[src/rtl/sksa_pkg.sv]
// Shared types and constants for the seed/key security access engine.
package sksa_pkg;

  localparam logic [1:0] RESP_POSITIVE = 2'd0;
  localparam logic [1:0] RESP_DENIED   = 2'd1;
  localparam logic [1:0] RESP_INVALID  = 2'd2;

  localparam logic       OP_ACCESS     = 1'b0;
  localparam logic       OP_TABLE_WR   = 1'b1;

  localparam logic [7:0] SUB_MAX       = 8'h7F;
  localparam logic [8:0] ROUND_BIAS    = 9'h023;
  localparam logic [7:0] ROUND_MAX     = 8'hFF;

  typedef enum logic [4:0] {
    S_IDLE  = 5'b00001,
    S_NONCE = 5'b00010,
    S_POLY  = 5'b00100,
    S_RUN   = 5'b01000,
    S_SPARE = 5'b10000
  } state_t;

  typedef struct packed {
    logic busy;
    logic done;
  } lfsr_status_t;

endpackage

[src/rtl/sksa_ram.sv]
// Generic single-write, single-read RAM with registered read data.
module sksa_ram #(
  parameter int WIDTH = 32,
  parameter int DEPTH = 64
) (
  input  logic                     clk,
  input  logic                     we,
  input  logic [$clog2(DEPTH)-1:0] waddr,
  input  logic [WIDTH-1:0]         wdata,
  input  logic [$clog2(DEPTH)-1:0] raddr,
  output logic [WIDTH-1:0]         rdata
);

  logic [WIDTH-1:0] mem [DEPTH];

  always_ff @(posedge clk) begin
    if (we) begin
      mem[waddr] <= wdata;
    end
    rdata <= mem[raddr];
  end

endmodule

[src/rtl/sksa_lfsr.sv]
// Serial Galois LFSR unit, one round per cycle.
module sksa_lfsr (
  input  logic                  clk,
  input  logic                  rst,
  input  logic                  start,
  input  logic [31:0]           seed,
  input  logic [31:0]           poly,
  input  logic [7:0]            rounds,
  output sksa_pkg::lfsr_status_t status,
  output logic [31:0]           value
);

  logic [31:0] poly_q;
  logic [7:0]  count;
  logic        busy;
  logic        done;
  logic [31:0] step;

  assign step = {value[30:0], 1'b0} ^ (value[31] ? poly_q : 32'h0);

  always_ff @(posedge clk) begin
    if (rst) begin
      busy  <= 1'b0;
      done  <= 1'b0;
      count <= 8'd0;
    end else begin
      done <= 1'b0;
      if (start) begin
        busy  <= 1'b1;
        count <= rounds;
      end else if (busy) begin
        count <= count - 8'd1;
        if (count == 8'd1) begin
          busy <= 1'b0;
          done <= 1'b1;
        end
      end
    end
  end

  always_ff @(posedge clk) begin
    if (start) begin
      value  <= seed;
      poly_q <= poly;
    end else if (busy) begin
      value <= step;
    end
  end

  assign status.busy = busy;
  assign status.done = done;

endmodule

[src/rtl/seed_key_security_access_top.sv]
// Top level of the seed/key security access engine.
//
//  channel | direction | handshake            | fields
//  in      | input     | in_valid / in_stall  | operation .. table_word
//  out     | output    | out_valid / out_stall| response_code, seed_out, access_level
//
//  Table writes, invalid and key items: result registered on the cycle after acceptance.
//  Seed request: 2 table reads, then min(session_value+35,255) LFSR rounds.
//  Reset clears the state, pending flag, granted level, rolling seed, expected key and output valid;
//  the table stays undefined. A stalled result blocks new items only while it waits in the output register.
module seed_key_security_access_top #(
  parameter int TABLE_DEPTH = 64
) (
  input  logic        clk,
  input  logic        rst,
  input  logic        in_valid,
  output logic        in_stall,
  input  logic        operation,
  input  logic [7:0]  subfunction,
  input  logic [7:0]  session_value,
  input  logic [31:0] key_in,
  input  logic [5:0]  timer_sel,
  input  logic [5:0]  table_index,
  input  logic [31:0] table_word,
  output logic        out_valid,
  input  logic        out_stall,
  output logic [1:0]  response_code,
  output logic [31:0] seed_out,
  output logic [7:0]  access_level
);

  localparam int AW = $clog2(TABLE_DEPTH);

  sksa_pkg::state_t       state;
  sksa_pkg::lfsr_status_t lfsr_stat;

  logic        key_pending;
  logic [7:0]  granted_level;
  logic [31:0] rolling_seed;
  logic [31:0] expected_key;
  logic [7:0]  session_q;
  logic [5:0]  level_idx;

  logic          accept;
  logic          ram_we;
  logic [AW-1:0] ram_raddr;
  logic [31:0]   ram_rdata;
  logic [31:0]   lfsr_value;
  logic [8:0]    round_sum;
  logic [7:0]    rounds;
  logic          lfsr_start;
  logic [31:0]   diff;
  logic          key_match;
  logic          sub_valid;

  assign in_stall = (state != sksa_pkg::S_IDLE) || (out_valid && out_stall);
  assign accept   = in_valid && !in_stall;
  assign ram_we   = accept && (operation == sksa_pkg::OP_TABLE_WR);
  assign ram_raddr = (state == sksa_pkg::S_IDLE) ? AW'(timer_sel) : AW'(level_idx);

  assign round_sum  = {1'b0, session_q} + sksa_pkg::ROUND_BIAS;
  assign rounds     = round_sum[8] ? sksa_pkg::ROUND_MAX : round_sum[7:0];
  assign lfsr_start = (state == sksa_pkg::S_POLY);

  assign diff      = key_in ^ expected_key;
  assign key_match = (diff[31:24] == diff[7:0]) && (diff[23:16] == diff[7:0]) &&
                     (diff[15:8] == diff[7:0]) && !diff[7];
  assign sub_valid = (subfunction != 8'd0) && (subfunction <= sksa_pkg::SUB_MAX);

  sksa_ram #(
    .WIDTH (32),
    .DEPTH (TABLE_DEPTH)
  ) u_table (
    .clk   (clk),
    .we    (ram_we),
    .waddr (AW'(table_index)),
    .wdata (table_word),
    .raddr (ram_raddr),
    .rdata (ram_rdata)
  );

  sksa_lfsr u_lfsr (
    .clk    (clk),
    .rst    (rst),
    .start  (lfsr_start),
    .seed   (rolling_seed),
    .poly   (ram_rdata),
    .rounds (rounds),
    .status (lfsr_stat),
    .value  (lfsr_value)
  );

  always_ff @(posedge clk) begin
    if (rst) begin
      state         <= sksa_pkg::S_IDLE;
      out_valid     <= 1'b0;
      key_pending   <= 1'b0;
      granted_level <= 8'd0;
      rolling_seed  <= 32'd0;
      expected_key  <= 32'd0;
    end else begin
      if (out_valid && !out_stall) begin
        out_valid <= 1'b0;
      end
      case (state)
        sksa_pkg::S_IDLE: begin
          if (accept) begin
            session_q     <= session_value;
            level_idx     <= subfunction[6:1];
            seed_out      <= 32'd0;
            access_level  <= granted_level;
            response_code <= sksa_pkg::RESP_POSITIVE;
            if (operation == sksa_pkg::OP_TABLE_WR) begin
              out_valid <= 1'b1;
            end else if (!sub_valid) begin
              key_pending   <= 1'b0;
              response_code <= sksa_pkg::RESP_INVALID;
              out_valid     <= 1'b1;
            end else if (!subfunction[0]) begin
              out_valid <= 1'b1;
              if (!key_pending) begin
                response_code <= sksa_pkg::RESP_DENIED;
              end else begin
                key_pending <= 1'b0;
                if (key_match) begin
                  granted_level <= {1'b0, diff[6:0]} + 8'd1;
                  access_level  <= {1'b0, diff[6:0]} + 8'd1;
                end else begin
                  granted_level <= 8'd0;
                  access_level  <= 8'd0;
                  response_code <= sksa_pkg::RESP_DENIED;
                end
              end
            end else begin
              state <= sksa_pkg::S_NONCE;
            end
          end
        end
        sksa_pkg::S_NONCE: begin
          rolling_seed <= rolling_seed ^ ram_rdata;
          state        <= sksa_pkg::S_POLY;
        end
        sksa_pkg::S_POLY: begin
          state <= sksa_pkg::S_RUN;
        end
        sksa_pkg::S_RUN: begin
          if (lfsr_stat.done) begin
            expected_key  <= lfsr_value;
            key_pending   <= 1'b1;
            response_code <= sksa_pkg::RESP_POSITIVE;
            seed_out      <= rolling_seed;
            access_level  <= granted_level;
            out_valid     <= 1'b1;
            state         <= sksa_pkg::S_IDLE;
          end
        end
        default: begin
          state <= sksa_pkg::S_IDLE;
        end
      endcase
    end
  end

  a_lfsr_in_run: assert property (@(posedge clk) disable iff (rst)
    lfsr_stat.busy |-> state == sksa_pkg::S_RUN)
    else $error("lfsr busy outside run state");

  a_ram_write_idle: assert property (@(posedge clk) disable iff (rst)
    ram_we |-> state == sksa_pkg::S_IDLE)
    else $error("table write outside idle");

  a_accept_progress: assert property (@(posedge clk) disable iff (rst)
    accept |=> (out_valid || state == sksa_pkg::S_NONCE))
    else $error("accepted item made no progress");

  a_level_range: assert property (@(posedge clk) disable iff (rst)
    granted_level <= 8'd128)
    else $error("granted level out of range");

  a_done_pending: assert property (@(posedge clk) disable iff (rst)
    (state == sksa_pkg::S_RUN && lfsr_stat.done) |=> key_pending && out_valid)
    else $error("seed request did not set pending key");

endmodule

[config.mk]
export PLATFORM = sky130hd
export DESIGN_NAME = seed_key_security_access_top
export DESIGN_NICKNAME = d
export VERILOG_FILES = /design/src/rtl/sksa_pkg.sv /design/src/rtl/sksa_ram.sv /design/src/rtl/sksa_lfsr.sv /design/src/rtl/seed_key_security_access_top.sv
export SDC_FILE = /design/constraint.sdc
export NUM_CORES = 2
export LEC_CHECK = 0
export ABC_AREA = 0
export BUFFER_PORTS_ARGS = -buffer_cell sky130_fd_sc_hd__buf_4
export CAP_MARGIN = 5
export CORE_MARGIN = 4
export CORE_UTILIZATION = 59
export DETAILED_ROUTE_END_ITERATION = 10
export GPL_ROUTABILITY_DRIVEN = 1
export MAX_ROUTING_LAYER = met4
export PLACE_DENSITY_LB_ADDON = 0.08
export SLEW_MARGIN = 40
export SYNTH_ARGS = -nofsm -noshare
export SYNTH_HDL_FRONTEND = slang
export SYNTH_HIERARCHICAL = 1
export SYNTH_SLANG_ARGS = --single-unit
[constraint.sdc]
create_clock -name clk -period 10.77 [get_ports clk]
set_input_delay 0.5385 -clock clk [delete_from_list [all_inputs] [get_ports clk]]
set_output_delay 0.5385 -clock clk [all_outputs]
set_load 0.01 [all_outputs]
==> flow_summary.ini <==
[timing]
fmax_ghz = 0.211
hold_viol = 0
fin_tns_setup_ns = 0
post-route-period-util_pct = 43.9
maxSlewHeadroom_pct = 40.6
rsz0062_at_grt = false
fin_ws_ns = 6.04
setup_viol = 0
period_minus_slack_ns = 4.73
fin_skew_ns = 0.0380
tightest_slew_ns = 0.888
slew_viol_final = 0

[hold_path]
hp-class = input port to flop

[synthesis]
netlist_area_mm2 = 0.0874
syn_area_per_cell_um2 = 21.0
syn-num-nets = 4268
yosysWarningCount = 6
synthesis.instances = 4167

[power]
internal_power_mw = 15.0
switchingPower_mw = 4.15
power.share.clock_pct = 41.3
swShare_pct = 21.6
cellPowerDensity_mw_per_mm2 = 194
combinationalPowerShare_pct = 7.1
power_frac_seq_pct = 51.7
peakVddDrop_mv = 0.149
p_leak_nw = 31.4

[placement]
place_area_mm2 = 0.0914
dp_worst_setup_slack_ns = 5.89
port_buffers = 140
place_hpwl_um = 119000
place_congestion = 0.860

[setup_path]
cp_max_fo = 42
endpoint_kind = flop
required_ns = 11.44
critPathKind = flop to flop
startpoint_type = flop
worstPathArrival_ns = 5.40

[grt]
grt-ovfl-total = 0
grt_max_degree = 102
track_usage_pct = 30.2
grt_pass1_vias = 43300
antenna_found_initial = 3
grt_pass1_wl_um = 318000

[cts]
cts_setup_buffers = 0
path_clk_slew_ns = 0.06
cts_tree = yes
clkLatencyLatePin_ns = 0.84
cts_buffer_depth = 3
h-tree-depth = 4
numCtsBuffers = 221
cts_sinks = 2288
cts_root_buf = clkbuf_16

[die]
die_h_um = 393
rows = 141
die_w_um = 393
dieArea_mm2 = 0.154
io_pins = 141
core_area_mm2 = 0.147
start_util_pct = 59.3

[finish]
drive_gt1_share_pct = 26.4
finalInstanceArea_mm2 = 0.0991
areaGrowthSynthToFinish_pct = 13.4
fin_util_pct = 67.2
layout.nets = 4541

[flow_run]
maxCapViolCount = 0

[detailed_routing]
vias = 43700
dr.pass1.iters = 6
drtAntennaViolNets = 0
drc_errors = 0
drtIter0Drc = 5369
routedWlPerCell_um = 33.6
routed_wl_um = 221000
vias_per_cell = 6.65

[outcome]
status = finished, final reports clean
[flip-flops by register name, summed over array words and instances (netlist names), 32 cells and up]
register and cells:
u_table/rdata 32, seed_out 32, u_lfsr/poly_q 32, expected_key 32, rolling_seed 32, u_table/mem 2048
u_lfsr/value 32
[power groups by stage]
stage / clock network [mW] / logic [mW] / registers (mW)
finish: 7.92 / 1.36 / 9.92
floorplan: 0 / 0.826 / 10.0
global placement: 0 / 1.34 / 10.1
detailed placement: 0 / 1.36 / 10.1
global route: 8.43 / 1.44 / 9.91
CTS: 8.03 / 1.37 / 9.91
[layer usage]
metal	up-vias	track usage [%]	part of all wire [%]	wire [um]
li1	17700	-	-	-
met1	23400	43.7	40	87900
met2	2255	45.6	48	106000
met3	335	4.95	9.5	20900
met4	0	8.58	2.8	6270
met5	-	-	0	0
[area by class of cell]
type                    instances  area [um^2]
well taps                    1930         2410
flip-flops and latches       2288        67500
multi-input cells            1645        19500
repair buffers                270         2190
fillers                      9441        48300
clock buffers                 284         6110
inverters                      14         52.6
clock inverters               135         1400
diodes                          8         20.0
[what timing repair did]
action                                 4_1_cts  5_1_grt
endpoints found under the hold margin       20        0
resized for setup                            0        0
hold buffers                                16        0
[worst max-delay path: stages, from the launching register on]
cell     delay, ns
dfxtp_1       0.36
nor4b_2       0.27
buf_4         0.27
mux2_8        0.42
buf_4         0.67
buf_6         0.57
mux4_2        0.59
mux4_2        0.49
o22ai_1       0.69
nor2_1        0.13
[layout by cell type, fill, tap and decap left out, types with 32 or more instances in the layout]
master and count:
buf_4 242, clkinv_2 45, nand2_1 225, a21oi_1 104, nor2_4 60, o22ai_1 85, clkbuf_16 229, nor2_1 122
mux2i_1 97, clkinv_1 52, edfxtp_1 2168, dfxtp_1 120, o21ai_0 53, clkbuf_1 38, and2_1 40, xnor2_1 32
mux4_2 544, xor2_1 80
[path summary, 6_finish.rpt]
check,start,to,slack [ns],cells past startpoint
worst max register to register,state[3],u_table/rdata[11],6.04,9
worst min register to register,granted_level[3],granted_level[3],0.45,2
worst max-delay path,state[3],u_table/rdata[11],6.04,9
worst min-delay path,in_valid,state[0],0.06,4
[per-stage QoR]
step | power, mW | instances | hold WS (ns)
finish | 19.2 | 6574 | 0.0612
global route | 19.8 | 6570 | 0.0596
CTS | 19.3 | 6566 | 0.00531
detailed placement | 11.5 | 6131 | 0.442
global placement | 11.4 | 6128 | 0.436
floorplan | 10.8 | 4167 | 0.408
No activity file was read; power rests on OpenSTA's default activity.
